`src/hdl/integer_set_table_assert.svh`:
```
// assertion macros for the integer set table
`ifndef INTEGER_SET_TABLE_ASSERT_SVH
`define INTEGER_SET_TABLE_ASSERT_SVH

`ifndef SYNTHESIS

`define IST_ASSERT(name, prop, msg) \
	name: assert property (@(posedge clk) disable iff (!arst_n) prop) \
	else $error(msg);

`define IST_NEVER(name, cond, msg) \
	name: assert property (@(posedge clk) disable iff (!arst_n) !(cond)) \
	else $error(msg);

`else

`define IST_ASSERT(name, prop, msg)

`define IST_NEVER(name, cond, msg)

`endif

`endif

```
`src/hdl/ist_pkg.sv`:
```
// shared constants and types for the integer set table
`default_nettype none

package ist_pkg;

	localparam int CAPACITY = 16;
	localparam int IDX_W    = (CAPACITY > 1) ? $clog2(CAPACITY) : 1;
	localparam int CNT_W    = $clog2(CAPACITY + 1);
	localparam int VALUE_W  = 32;
	localparam int CMD_W    = 2;
	localparam int COUNT_W  = 5;
	localparam int OUT_TDATA_W = ((2 + COUNT_W + 7) / 8) * 8;
	localparam int OUT_PAD_W   = OUT_TDATA_W - 2 - COUNT_W;

	typedef logic [CMD_W-1:0] cmd_t;

	localparam cmd_t CMD_ADD    = 2'd0;
	localparam cmd_t CMD_REMOVE = 2'd1;

	typedef enum logic [1:0] {
		ST_IDLE,
		ST_SCAN,
		ST_SHIFT,
		ST_FIN
	} ist_state_t;

	typedef struct packed {
		logic               found;
		logic               dropped;
		logic [COUNT_W-1:0] count;
	} ist_result_t;

endpackage

`default_nettype wire

```
`src/hdl/ist_ram.sv`:
```
// simple dual-port synchronous ram, registered read
`default_nettype none

module ist_ram #(
	parameter int DEPTH  = 16,
	parameter int WIDTH  = 32,
	parameter int ADDR_W = (DEPTH > 1) ? $clog2(DEPTH) : 1
) (
	input  wire logic              clk,
	input  wire logic              we,
	input  wire logic [ADDR_W-1:0] waddr,
	input  wire logic [WIDTH-1:0]  wdata,
	input  wire logic [ADDR_W-1:0] raddr,
	output logic      [WIDTH-1:0]  rdata
);

	logic [WIDTH-1:0] mem [DEPTH];

	always_ff @(posedge clk) begin
		if (we) begin
			mem[waddr] <= wdata;
		end
	end

	always_ff @(posedge clk) begin
		rdata <= mem[raddr];
	end

endmodule

`default_nettype wire

```
`src/hdl/ist_ctrl.sv`:
```
// command sequencer: scans, appends and shifts entries through the ram
`default_nettype none

`include "integer_set_table_assert.svh"

module ist_ctrl
	import ist_pkg::*;
(
	input  wire logic               clk,
	input  wire logic               arst_n,
	input  wire logic               in_valid,
	output logic                    in_ready,
	input  wire cmd_t               in_cmd,
	input  wire logic [VALUE_W-1:0] in_value,
	output logic                    res_valid,
	input  wire logic               res_ready,
	output ist_result_t             res,
	output logic                    mem_we,
	output logic [IDX_W-1:0]        mem_waddr,
	output logic [VALUE_W-1:0]      mem_wdata,
	output logic [IDX_W-1:0]        mem_raddr,
	input  wire logic [VALUE_W-1:0] mem_rdata
);

	ist_state_t         state_q, state_d;
	logic [IDX_W-1:0]   idx_q, idx_d;
	logic [CNT_W-1:0]   count_q, count_d;
	logic               found_q, found_d;
	logic               dropped_q, dropped_d;
	cmd_t               cmd_q, cmd_d;
	logic [VALUE_W-1:0] value_q, value_d;
	logic               hit;
	logic               last;
	logic               shift_done;

	assign hit        = (count_q != '0) && (mem_rdata == value_q);
	assign last       = (count_q == '0) || ((CNT_W'(idx_q) + CNT_W'(1)) == count_q);
	assign shift_done = (CNT_W'(idx_q) + CNT_W'(2)) == count_q;

	always_ff @(posedge clk or negedge arst_n) begin
		if (!arst_n) begin
			state_q <= ST_IDLE;
		end else begin
			state_q <= state_d;
		end
	end

	always_ff @(posedge clk or negedge arst_n) begin
		if (!arst_n) begin
			count_q   <= '0;
			idx_q     <= '0;
			found_q   <= 1'b0;
			dropped_q <= 1'b0;
			cmd_q     <= CMD_ADD;
		end else begin
			count_q   <= count_d;
			idx_q     <= idx_d;
			found_q   <= found_d;
			dropped_q <= dropped_d;
			cmd_q     <= cmd_d;
		end
	end

	always_ff @(posedge clk) begin
		value_q <= value_d;
	end

	always_comb begin
		state_d   = state_q;
		idx_d     = idx_q;
		count_d   = count_q;
		found_d   = found_q;
		dropped_d = dropped_q;
		cmd_d     = cmd_q;
		value_d   = value_q;
		in_ready  = 1'b0;
		res_valid = 1'b0;
		mem_we    = 1'b0;
		mem_waddr = idx_q;
		mem_wdata = mem_rdata;
		mem_raddr = '0;
		unique case (state_q)
			ST_IDLE: begin
				in_ready = 1'b1;
				if (in_valid) begin
					cmd_d     = in_cmd;
					value_d   = in_value;
					idx_d     = '0;
					found_d   = 1'b0;
					dropped_d = 1'b0;
					state_d   = ST_SCAN;
				end
			end
			ST_SCAN: begin
				mem_raddr = idx_q + IDX_W'(1);
				if (hit) begin
					found_d = 1'b1;
					if (cmd_q == CMD_REMOVE) begin
						if (last) begin
							count_d = count_q - CNT_W'(1);
							state_d = ST_FIN;
						end else begin
							state_d = ST_SHIFT;
						end
					end else begin
						state_d = ST_FIN;
					end
				end else if (last) begin
					if (cmd_q == CMD_ADD) begin
						if (count_q < CNT_W'(CAPACITY)) begin
							mem_we    = 1'b1;
							mem_waddr = count_q[IDX_W-1:0];
							mem_wdata = value_q;
							count_d   = count_q + CNT_W'(1);
						end else begin
							dropped_d = 1'b1;
						end
					end
					state_d = ST_FIN;
				end else begin
					idx_d = idx_q + IDX_W'(1);
				end
			end
			ST_SHIFT: begin
				// move the next entry down one place
				mem_raddr = idx_q + IDX_W'(2);
				mem_we    = 1'b1;
				mem_waddr = idx_q;
				mem_wdata = mem_rdata;
				if (shift_done) begin
					count_d = count_q - CNT_W'(1);
					state_d = ST_FIN;
				end else begin
					idx_d = idx_q + IDX_W'(1);
				end
			end
			ST_FIN: begin
				res_valid = 1'b1;
				if (res_ready) begin
					state_d = ST_IDLE;
				end
			end
			default: begin
				state_d = ST_IDLE;
			end
		endcase
	end

	assign res.found   = found_q;
	assign res.dropped = dropped_q;
	assign res.count   = COUNT_W'(count_q);

	`IST_NEVER(a_count_cap, count_q > CNT_W'(CAPACITY), "entry count above capacity")
	`IST_ASSERT(a_we_state, mem_we |-> (state_q == ST_SCAN || state_q == ST_SHIFT), "ram write outside scan or shift")
	`IST_ASSERT(a_drop_full, (res_valid && dropped_q) |-> (count_q == CNT_W'(CAPACITY) && !found_q), "drop while not full or value found")
	`IST_ASSERT(a_count_step, (count_q != $past(count_q)) |-> ($past(state_q) == ST_SCAN || $past(state_q) == ST_SHIFT), "count changed outside a command")

endmodule

`default_nettype wire

```
`src/hdl/integer_set_table.sv`:
```
// One command is held at a time: a new one is accepted only after the result of the last
// has been passed to the output register, so a stalled output also holds off the next command.
// The time a command takes is set by the scan, one ram entry per cycle through the single read port.
// A remove shifts later entries through the same port, the match search plus shift
// still touching each held entry once. Reset clears count and control at once;
// the ram is not cleared and needs no clearing pass.
`default_nettype none

module integer_set_table
	import ist_pkg::*;
(
	input  wire logic                   clk,
	input  wire logic                   arst_n,
	input  wire logic                   s_axis_tvalid,
	output logic                        s_axis_tready,
	input  wire logic signed [VALUE_W-1:0] s_axis_tdata, // value
	input  wire logic [CMD_W-1:0]       s_axis_tuser, // cmd
	output logic                        m_axis_tvalid,
	input  wire logic                   m_axis_tready,
	output logic [OUT_TDATA_W-1:0]      m_axis_tdata  // found, dropped, count, zero pad
);

	logic                   mem_we;
	logic [IDX_W-1:0]       mem_waddr;
	logic [VALUE_W-1:0]     mem_wdata;
	logic [IDX_W-1:0]       mem_raddr;
	logic [VALUE_W-1:0]     mem_rdata;
	logic                   res_valid;
	logic                   res_ready;
	ist_result_t            res;
	logic                   m_valid_q;
	logic [OUT_TDATA_W-1:0] m_data_q;

	ist_ram #(
		.DEPTH (CAPACITY),
		.WIDTH (VALUE_W),
		.ADDR_W(IDX_W)
	) u_ram (
		.clk  (clk),
		.we   (mem_we),
		.waddr(mem_waddr),
		.wdata(mem_wdata),
		.raddr(mem_raddr),
		.rdata(mem_rdata)
	);

	ist_ctrl u_ctrl (
		.clk      (clk),
		.arst_n   (arst_n),
		.in_valid (s_axis_tvalid),
		.in_ready (s_axis_tready),
		.in_cmd   (s_axis_tuser),
		.in_value (VALUE_W'(s_axis_tdata)),
		.res_valid(res_valid),
		.res_ready(res_ready),
		.res      (res),
		.mem_we   (mem_we),
		.mem_waddr(mem_waddr),
		.mem_wdata(mem_wdata),
		.mem_raddr(mem_raddr),
		.mem_rdata(mem_rdata)
	);

	// output register, refilled as the held transaction leaves
	assign res_ready = !m_valid_q || m_axis_tready;

	always_ff @(posedge clk or negedge arst_n) begin
		if (!arst_n) begin
			m_valid_q <= 1'b0;
		end else if (res_ready) begin
			m_valid_q <= res_valid;
		end
	end

	always_ff @(posedge clk) begin
		if (res_ready && res_valid) begin
			m_data_q <= {{OUT_PAD_W{1'b0}}, res.count, res.dropped, res.found};
		end
	end

	assign m_axis_tvalid = m_valid_q;
	assign m_axis_tdata  = m_data_q;

endmodule

`default_nettype wire
```
`config.mk`:
```
export PLATFORM = sky130hd
export DESIGN_NAME = integer_set_table
export DESIGN_NICKNAME = d
export VERILOG_FILES = /design/src/hdl/ist_pkg.sv /design/src/hdl/ist_ram.sv /design/src/hdl/ist_ctrl.sv /design/src/hdl/integer_set_table.sv
export VERILOG_INCLUDE_DIRS = /design/src /design/src/hdl
export SDC_FILE = /design/constraint.sdc
export NUM_CORES = 1
export LEC_CHECK = 0
export ABC_AREA = 1
export BUFFER_PORTS_ARGS = -buffer_cell sky130_fd_sc_hd__buf_2
export CAP_MARGIN = 5
export CORE_UTILIZATION = 45
export DETAILED_ROUTE_END_ITERATION = 6
export REMOVE_ABC_BUFFERS = 1
export SLEW_MARGIN = 20
export SYNTH_ARGS = -nofsm -noshare
export SYNTH_HDL_FRONTEND = slang
export SYNTH_SLANG_ARGS = --single-unit
export TNS_END_PERCENT = 1
```
`constraint.sdc`:
```
create_clock -name clk -period 4.9 [get_ports clk]
set_input_delay 0.98 -clock clk [delete_from_list [all_inputs] [get_ports clk]]
set_output_delay 0.98 -clock clk [all_outputs]
set_load 0.05 [all_outputs]
```
==> results.sh, run 1 <==
export IMPL_clock_power_share_pct=46.6
export IMPL_crit_required_ns=5.21
export IMPL_finalNonFillerCells=2641
export IMPL_syn_area_um2=24100
export IMPL_insertion_delay_ns=0.62
export IMPL_ant_nets=0
export IMPL_cp_start_kind="flop"
export IMPL_maxCapViolCount=0
export IMPL_final_common_cell="edfxtp_1"
export IMPL_grt_max_degree=140
export IMPL_placed_area_um2=25220
export IMPL_cts_tree="built"
export IMPL_routed_wirelength_mm=60.02
export IMPL_period_minus_slack_ns=3.849
export IMPL_slowest_delay_ns=0.71
export IMPL_p_leak_nw=9.998
export IMPL_rsz0062_at_grt="no"
export IMPL_min_path_type="in2async"
export IMPL_synth_area_per_cell_um2=12.85
export IMPL_max_freq_mhz=259.8
export IMPL_drt_first_iter_violations=1635
export IMPL_switching_share_pct=18.84
export IMPL_hpwl_mm=32.31
export IMPL_critPathKind="reg2reg"
export IMPL_endpoint_kind="flop"
export IMPL_synthTopCellsByArea="edfxtp_1 (69%), o21ai_0 (5.8%), nor2_1 (4.9%)"
export IMPL_crit_fanout=20
export IMPL_diodes=0
export IMPL_synth_cell_types=37
export IMPL_post_cts_buffers=0
export IMPL_finalMaxSlewViolations=0
export IMPL_failed_checks="design-rule violations"
export IMPL_yosysSeqAreaShare_pct=72.97
export IMPL_fin_total_pwr_mw=10.34
export IMPL_postSynthRegisterBits=599
export IMPL_p_int_mw=8.389
export IMPL_slowest_stage="nor2_4"
export IMPL_drc=2
export IMPL_coreArea_um2=52760
export IMPL_cts_root_buf="clkbuf_16"
export IMPL_dr_pass1_iters=7
export IMPL_gr_total_overflow=0
export IMPL_dieHeight_um=233.4
export IMPL_syn_to_final_growth_pct=13.37
export IMPL_power_frac_comb_pct=0.2
export IMPL_grtUsageTotal_pct=22.58
export IMPL_start_util_pct=45.68
export IMPL_irDropWorstVdd_mv=0.2771
export IMPL_yosysTopAreaCell="edfxtp_1"
export IMPL_post_place_ws_ns=1.073
export IMPL_cts_buffers=60
export IMPL_path_cells="ha_1, inv_1, nand2_1, nand2_1, nor2_1, nor2_1, nand3_2, a21oi_4, nand3_4, a21oi_4, nand3_2, nor2_4, buf_12"
export IMPL_io_buffers=46
export IMPL_fin_crit_sh_pct=78.56
export IMPL_synth_cells=1876
export IMPL_final_area_um2=27330
export IMPL_path_buf_inv=2
export IMPL_switching_power_mw=1.948
export IMPL_worst_slack_ns=1.051
export IMPL_worstMarginPinSlew_ns=1.100
export IMPL_drive_above_1_share_pct=13.47
export IMPL_cts_resized_gates=0
export IMPL_cts_sinks=599
export IMPL_setup_violations=0
export IMPL_critical_path_top_delay_family="simple AND/OR/NAND/NOR gates"
export IMPL_ios=48
export IMPL_path_clk_slew_ns=0.06
export IMPL_vias_per_cell=5.743
export IMPL_cts_hold_buffers=0
export IMPL_reg2reg_slack_ns=1.05
export IMPL_clockBufferDepth=3
export IMPL_power_density_nw_per_um2=378.3
export IMPL_p_seq_share_pct=53.2
export IMPL_rows=84
export IMPL_dp_cells=2527
export IMPL_status="finished, violations left"
export IMPL_grt_antenna_before_repair=0
export IMPL_skew_ns=0.02318
export IMPL_dieArea_um2=54490
export IMPL_nets=1948
export IMPL_die_w_um=233.4
export IMPL_htreeDepth=2
export IMPL_final_util_pct=51.79
export IMPL_netlist_area_leader_share_pct=68.65
export IMPL_grt_pass1_vias=14850
export IMPL_relSlewSlack_pct=26.18
export IMPL_yosys_warnings=0
export IMPL_hold_viol=0
export IMPL_critPathArrivalTime_ns=4.16
export IMPL_final_cell_mix="edfxtp_1 (551), nor2_1 (299), o21ai_0 (278), nand2_1 (151), o221ai_1 (84)"
export IMPL_avgRoutedWirePerCell_um=22.73
export IMPL_grt_pass1_wl_mm=91.74
export IMPL_fill_cells=4511
export IMPL_via_count=15170
export IMPL_gp_congestion=0.8074
[cell usage after synthesis]
cell type and n:
dfrtp_1 16, clkbuf_2 1, nand2_2 2, o21ai_2 30
nand3_1 54, buf_6 9, nand2_1 153, o221ai_1 84
nand3_4 2, conb_1 1, nor3_1 2, inv_2 8
a32oi_2 2, or2_2 5, o21ai_0 278, nand2_4 1
nor3_2 1, a2bb2oi_1 1, nor2_2 2, o211ai_1 11
buf_2 20, a21oi_1 10, o21ai_1 29, buf_4 4
dfxtp_1 32, ha_1 9, o22ai_1 45, a21oi_4 2
and2_1 1, xor2_1 18, nor2_1 315, edfxtp_1 551
xnor2_1 16, nand4_1 6, inv_1 65, nand3_2 6
clkbuf_1 84
[worst register-to-register path, stage by stage (launching register included)]
cell	delay (ns)
dfrtp_1	0.45
ha_1	0.28
inv_1	0.06
nand2_1	0.06
nand2_1	0.09
nor2_1	0.05
nor2_1	0.14
nand3_2	0.14
a21oi_4	0.28
nand3_4	0.41
a21oi_4	0.35
nand3_2	0.25
nor2_4	0.71
buf_12	0.27
[final timing paths]
path / from / end / cells after the start
worst max-delay path: u_ctrl.idx_q[0] / u_ram.mem[0][8] / 13
worst min-delay path: arst_n / m_axis_tvalid / 1
worst max register to register: u_ctrl.idx_q[0] / u_ram.mem[0][8] / 13
worst min register to register: u_ctrl.dropped_q / m_axis_tdata[1] / 0
max in group asynchronous: arst_n / u_ctrl.count_q[0] / 1
min in group clk: u_ctrl.dropped_q / m_axis_tdata[1] / 0
[layer usage]
layer  GRT usage [%]  part of all wire, %  up-vias
met2           34.83                   46      550
met4           6.392                  2.1        0
met1           32.77                   45     7587
met5               0                    0        -
li1                -                    -     6950
met3           4.102                  7.1       80
[metrics by stage]
step	TNS [ns]	hold slack, ns
2_1_floorplan	-178.14	0.4186
3_3_place_gp	0	0.4649
3_5_place_dp	0	0.4575
4_1_cts	0	0.2689
5_1_grt	0	0.2874
6_report	0	0.2923
[power groups by stage]
stage               combinational (mW)  sequential [mW]  clock (mW)
floorplan                      0.00191             5.61           0
global placement                0.0200             5.61           0
detailed placement              0.0200             5.61           0
CTS                             0.0205             5.50        4.91
global route                    0.0220             5.50        5.11
finish                          0.0196             5.50        4.82
[layout make-up]
| type | count | area (um2) | area share [%] |
|---|---|---|---|
| repair buffers | 81 | 643.1 | 2.354 |
| clock inverters | 36 | 424.2 | 1.552 |
| well taps | 688 | 860.8 | 3.150 |
| clock buffers | 78 | 1672 | 6.117 |
| multi-input cells | 1086 | 5856 | 21.43 |
| flip-flops and latches | 599 | 17590 | 64.36 |
| inverters | 73 | 282.8 | 1.035 |
[sequential cells by signal, summed over array words and instances (netlist names)]
signal and flops:
u_ram.mem 512, u_ctrl.idx_q 4, u_ctrl.value_q 32, m_axis_tvalid 1
u_ctrl.cmd_q 2, u_ctrl.found_q 1, u_ctrl.dropped_q 1, u_ctrl.state_q 2
u_ram.rdata 32, m_axis_tdata 7, u_ctrl.count_q 5
[cell families (layout without fill, tap and decap cells)]
| kind of cell | count (synthesis) | count (layout) | share of synthesized area, % |
|---|---|---|---|
| AO/OA/AOI/OAI | 492 | 492 | 12.54 |
| other | 1 | 1 | 0.01556 |
| adder cells (fa/ha/maj) | 9 | 9 | 0.4672 |
| buffers and inverters | 191 | 268 | 3.426 |
| flip-flops | 599 | 599 | 72.97 |
| XOR/XNOR | 34 | 34 | 1.235 |
| AND/OR/NAND/NOR | 550 | 550 | 9.349 |
Note: power is estimated with default switching activity, not from simulation.
==> inputs of run 2 (changes only) <==
ABC_AREA = 0   (was 1)
clock period = 3.58 ns   (was 4.9 ns; I/O delays follow)
==> results.sh, run 2 <==
export IMPL_largest_reg_flops=512
export IMPL_post_place_ws_ns=0.1621
export IMPL_setup_violations=0
export IMPL_synth_common_cells="edfxtp_1 (551), nand2_1 (182), mux4_2 (128)"
export IMPL_hpwl_mm=32.35
export IMPL_synth_compound_area_share_pct=3.367
export IMPL_cts_buffers=61
export IMPL_irDropWorstVdd_mv=0.5260
export IMPL_die_w_um=231.3
export IMPL_regMostFlops="u_ram.mem"
export IMPL_synth_xor_xnor_area_share_pct=1.628
export IMPL_dp_cells=2030
export IMPL_endpoint_kind="flop"
export IMPL_power_density_nw_per_um2=861.5
export IMPL_hold_viol=0
export IMPL_multiInputGateArea_um2=5867
export IMPL_grt_antenna_before_repair=0
export IMPL_rows=83
export IMPL_r2r_cells=11
export IMPL_yosysMostFrequentCell="edfxtp_1"
export IMPL_drc=0
export IMPL_grt_max_degree=75
export IMPL_gp_congestion=0.8030
export IMPL_finalNonFillerCells=2146
export IMPL_synth_top_family_by_area="multiplexers"
export IMPL_htreeDepth=2
export IMPL_fin_crit_sh_pct=96.77
export IMPL_via_count=12490
export IMPL_maxCapViolCount=0
export IMPL_worst_slack_ns=0.1155
export IMPL_largest_registers="u_ram.mem x512, u_ctrl.value_q x32, u_ram.rdata x32"
export IMPL_diodes=0
export IMPL_crit_required_ns=3.89
export IMPL_io_buffers=46
export IMPL_status="finished, final reports clean"
export IMPL_start_util_pct=45.86
export IMPL_min_from="s_axis_tdata[20]"
export IMPL_rr_startpoint="u_ctrl.value_q[12]"
export IMPL_dr_pass1_iters=7
export IMPL_async_flop_share_pct=2.671
export IMPL_skew_ns=0.02320
export IMPL_insertion_delay_ns=0.64
export IMPL_final_cell_mix="edfxtp_1 (551), nand2_1 (180), mux4_2 (128), clkbuf_16 (61), buf_2 (46)"
export IMPL_dominantRegCellSynth="edfxtp_1"
export IMPL_min_path_type="in2reg"
export IMPL_grt_pass1_wl_mm=84.55
export IMPL_critPathArrivalTime_ns=3.78
export IMPL_final_common_cell="edfxtp_1"
export IMPL_drive_above_1_share_pct=25.92
export IMPL_cts_tree="built"
export IMPL_synth_simple_area_share_pct=6.375
export IMPL_netlist_area_leader_share_pct=69.90
export IMPL_crit_top_cell="buf_12"
export IMPL_final_util_pct=53.63
export IMPL_grt_pass1_vias=12710
export IMPL_critPathKind="reg2reg"
export IMPL_synth_cell_types=56
export IMPL_ant_nets=0
export IMPL_reg2reg_slack_ns=0.12
export IMPL_period_minus_slack_ns=3.464
export IMPL_avgRoutedWirePerCell_um=26.79
export IMPL_synth_cells=1297
export IMPL_cts_root_buf="clkbuf_16"
export IMPL_postSynthRegisterBits=599
export IMPL_cp_start_kind="flop"
export IMPL_synthAdderAreaFrac_pct=0.4757
export IMPL_synth_area_per_cell_um2=18.25
export IMPL_slowest_delay_ns=0.57
export IMPL_routed_wirelength_mm=57.49
export IMPL_cts_sinks=599
export IMPL_grtUsageTotal_pct=22.06
export IMPL_dieHeight_um=231.3
export IMPL_regArea_um2=17590
export IMPL_hold_path_cell_count=1
export IMPL_yosys_warnings=0
export IMPL_p_leak_nw=9.215
export IMPL_drt_first_iter_violations=1203
export IMPL_whs_ns=0.2517
export IMPL_vias_per_cell=5.820
export IMPL_tns_ns=0
export IMPL_rsz0062_at_grt="no"
export IMPL_path_clk_slew_ns=0.06
export IMPL_dieArea_um2=53520
export IMPL_slowest_stage="or4_1"
export IMPL_synthTopCellsByArea="edfxtp_1 (70%), mux4_2 (12%), nand2_1 (2.9%)"
export IMPL_ios=48
export IMPL_syn_to_final_growth_pct=16.94
export IMPL_synth_edf_count=551
export IMPL_worstMarginPinSlew_ns=0.7363
export IMPL_path_cells="xor2_1, or4_1, nor4_1, and4b_1, nor2_1, nand4b_1, buf_4, buf_12, nand4_1, a21boi_4, buf_12"
export IMPL_yosysSeqAreaShare_pct=74.30
export IMPL_synth_mux_area_share_pct=12.27
export IMPL_syn_area_um2=23670
export IMPL_timing_rr_end="u_ram.mem[3][2]"
export IMPL_crit_fanout=25
export IMPL_coreArea_um2=51610
export IMPL_yosysTopAreaCell="edfxtp_1"
export IMPL_fill_cells=4007
export IMPL_nets=1462
export IMPL_gr_total_overflow=0
export IMPL_holdPathEnd="u_ctrl.value_q[20]"
export IMPL_clockBufferDepth=3
export IMPL_finalMaxSlewViolations=0
export IMPL_max_freq_mhz=288.6
export IMPL_relSlewSlack_pct=50.84
==> run 2: report_power, final <==
part | internal, mW | switching [mW] | leakage, nW | total [mW]
Combinational | 3.21 | 4.50 | 2.78 | 7.71
Sequential | 9.42 | 0.350 | 5.44 | 9.77
Clock | 3.69 | 2.68 | 0.992 | 6.37
Total | 16.3 | 7.53 | 9.21 | 23.8
==> run 2: logic make-up (layout without fill, tap and decap cells) <==
| family | Yosys count | after routing |
|---|---|---|
| DFF | 599 | 599 |
| and+or+nand+nor | 316 | 316 |
| muxes | 130 | 130 |
| AOI/OAI and AO/OA | 115 | 115 |
| buffers and inverters | 83 | 252 |
| xor gates and xnor gates | 44 | 44 |
| adders and majority gates | 9 | 9 |
| other | 1 | 1 |
==> run 2: worst max path at each step <==
stage / cells after the start / slack [ns] / from / end
after global placement: 11 / 0.23 / u_ctrl.value_q[12] / u_ram.mem[3][19]
after detailed placement: 11 / 0.16 / u_ctrl.value_q[12] / u_ram.mem[3][14]
final: 11 / 0.12 / u_ctrl.value_q[12] / u_ram.mem[3][2]
after CTS: 11 / 0.14 / u_ctrl.value_q[12] / u_ram.mem[3][26]
after global routing: 11 / 0.002 / u_ctrl.value_q[12] / u_ram.mem[3][15]
after floorplan: 8 / -8.23 / u_ctrl.state_q[1] / u_ram.rdata[26]
==> run 2: area by class of cell <==
cell class                      count  area share, %
Clock buffer                       80          5.953
Clock inverter                     34          1.370
Inverter                           10         0.1356
Multi-Input combinational cell    615          21.20
Sequential cell                   599          63.54
Tap cell                          680          3.074
Timing Repair Buffer              128          4.737
==> run 2: repair_timing <==
action,4_1_cts,5_1_grt
endpoints found under the hold margin,6,0
setup buffers,0,1
gates resized for setup,0,0
setup endpoints to repair,0,52
hold buffers,1,0
==> run 2: layer usage <==
| layer | up-vias | wire length [um] | track usage (%) |
|---|---|---|---|
| li1 | 5383 | - | - |
| met1 | 6584 | 24710 | 31.28 |
| met2 | 441 | 27810 | 35.28 |
| met3 | 81 | 3714 | 3.900 |
| met4 | 0 | 1256 | 5.981 |
| met5 | - | 0 | 0 |
==> run 2: worst max-delay path, delay by kind of cell (launching register included) <==
kind                   cells  cell delay (ns)
buffers and inverters      3             0.59
AO/OA/AOI/OAI              1             0.23
flip-flops                 1             0.40
AND/OR/NAND/NOR            6             1.68
XOR/XNOR                   1             0.20
==> run 2: per-stage QoR <==
| stage | cell area [um2] | power (mW) |
|---|---|---|
| finish | 27680 | 23.85 |
| global route | 27680 | 24.97 |
| CTS | 27670 | 24.10 |
| detailed placement | 25640 | 17.69 |
| global placement | 25640 | 17.62 |
| floorplan | 23340 | 14.17 |
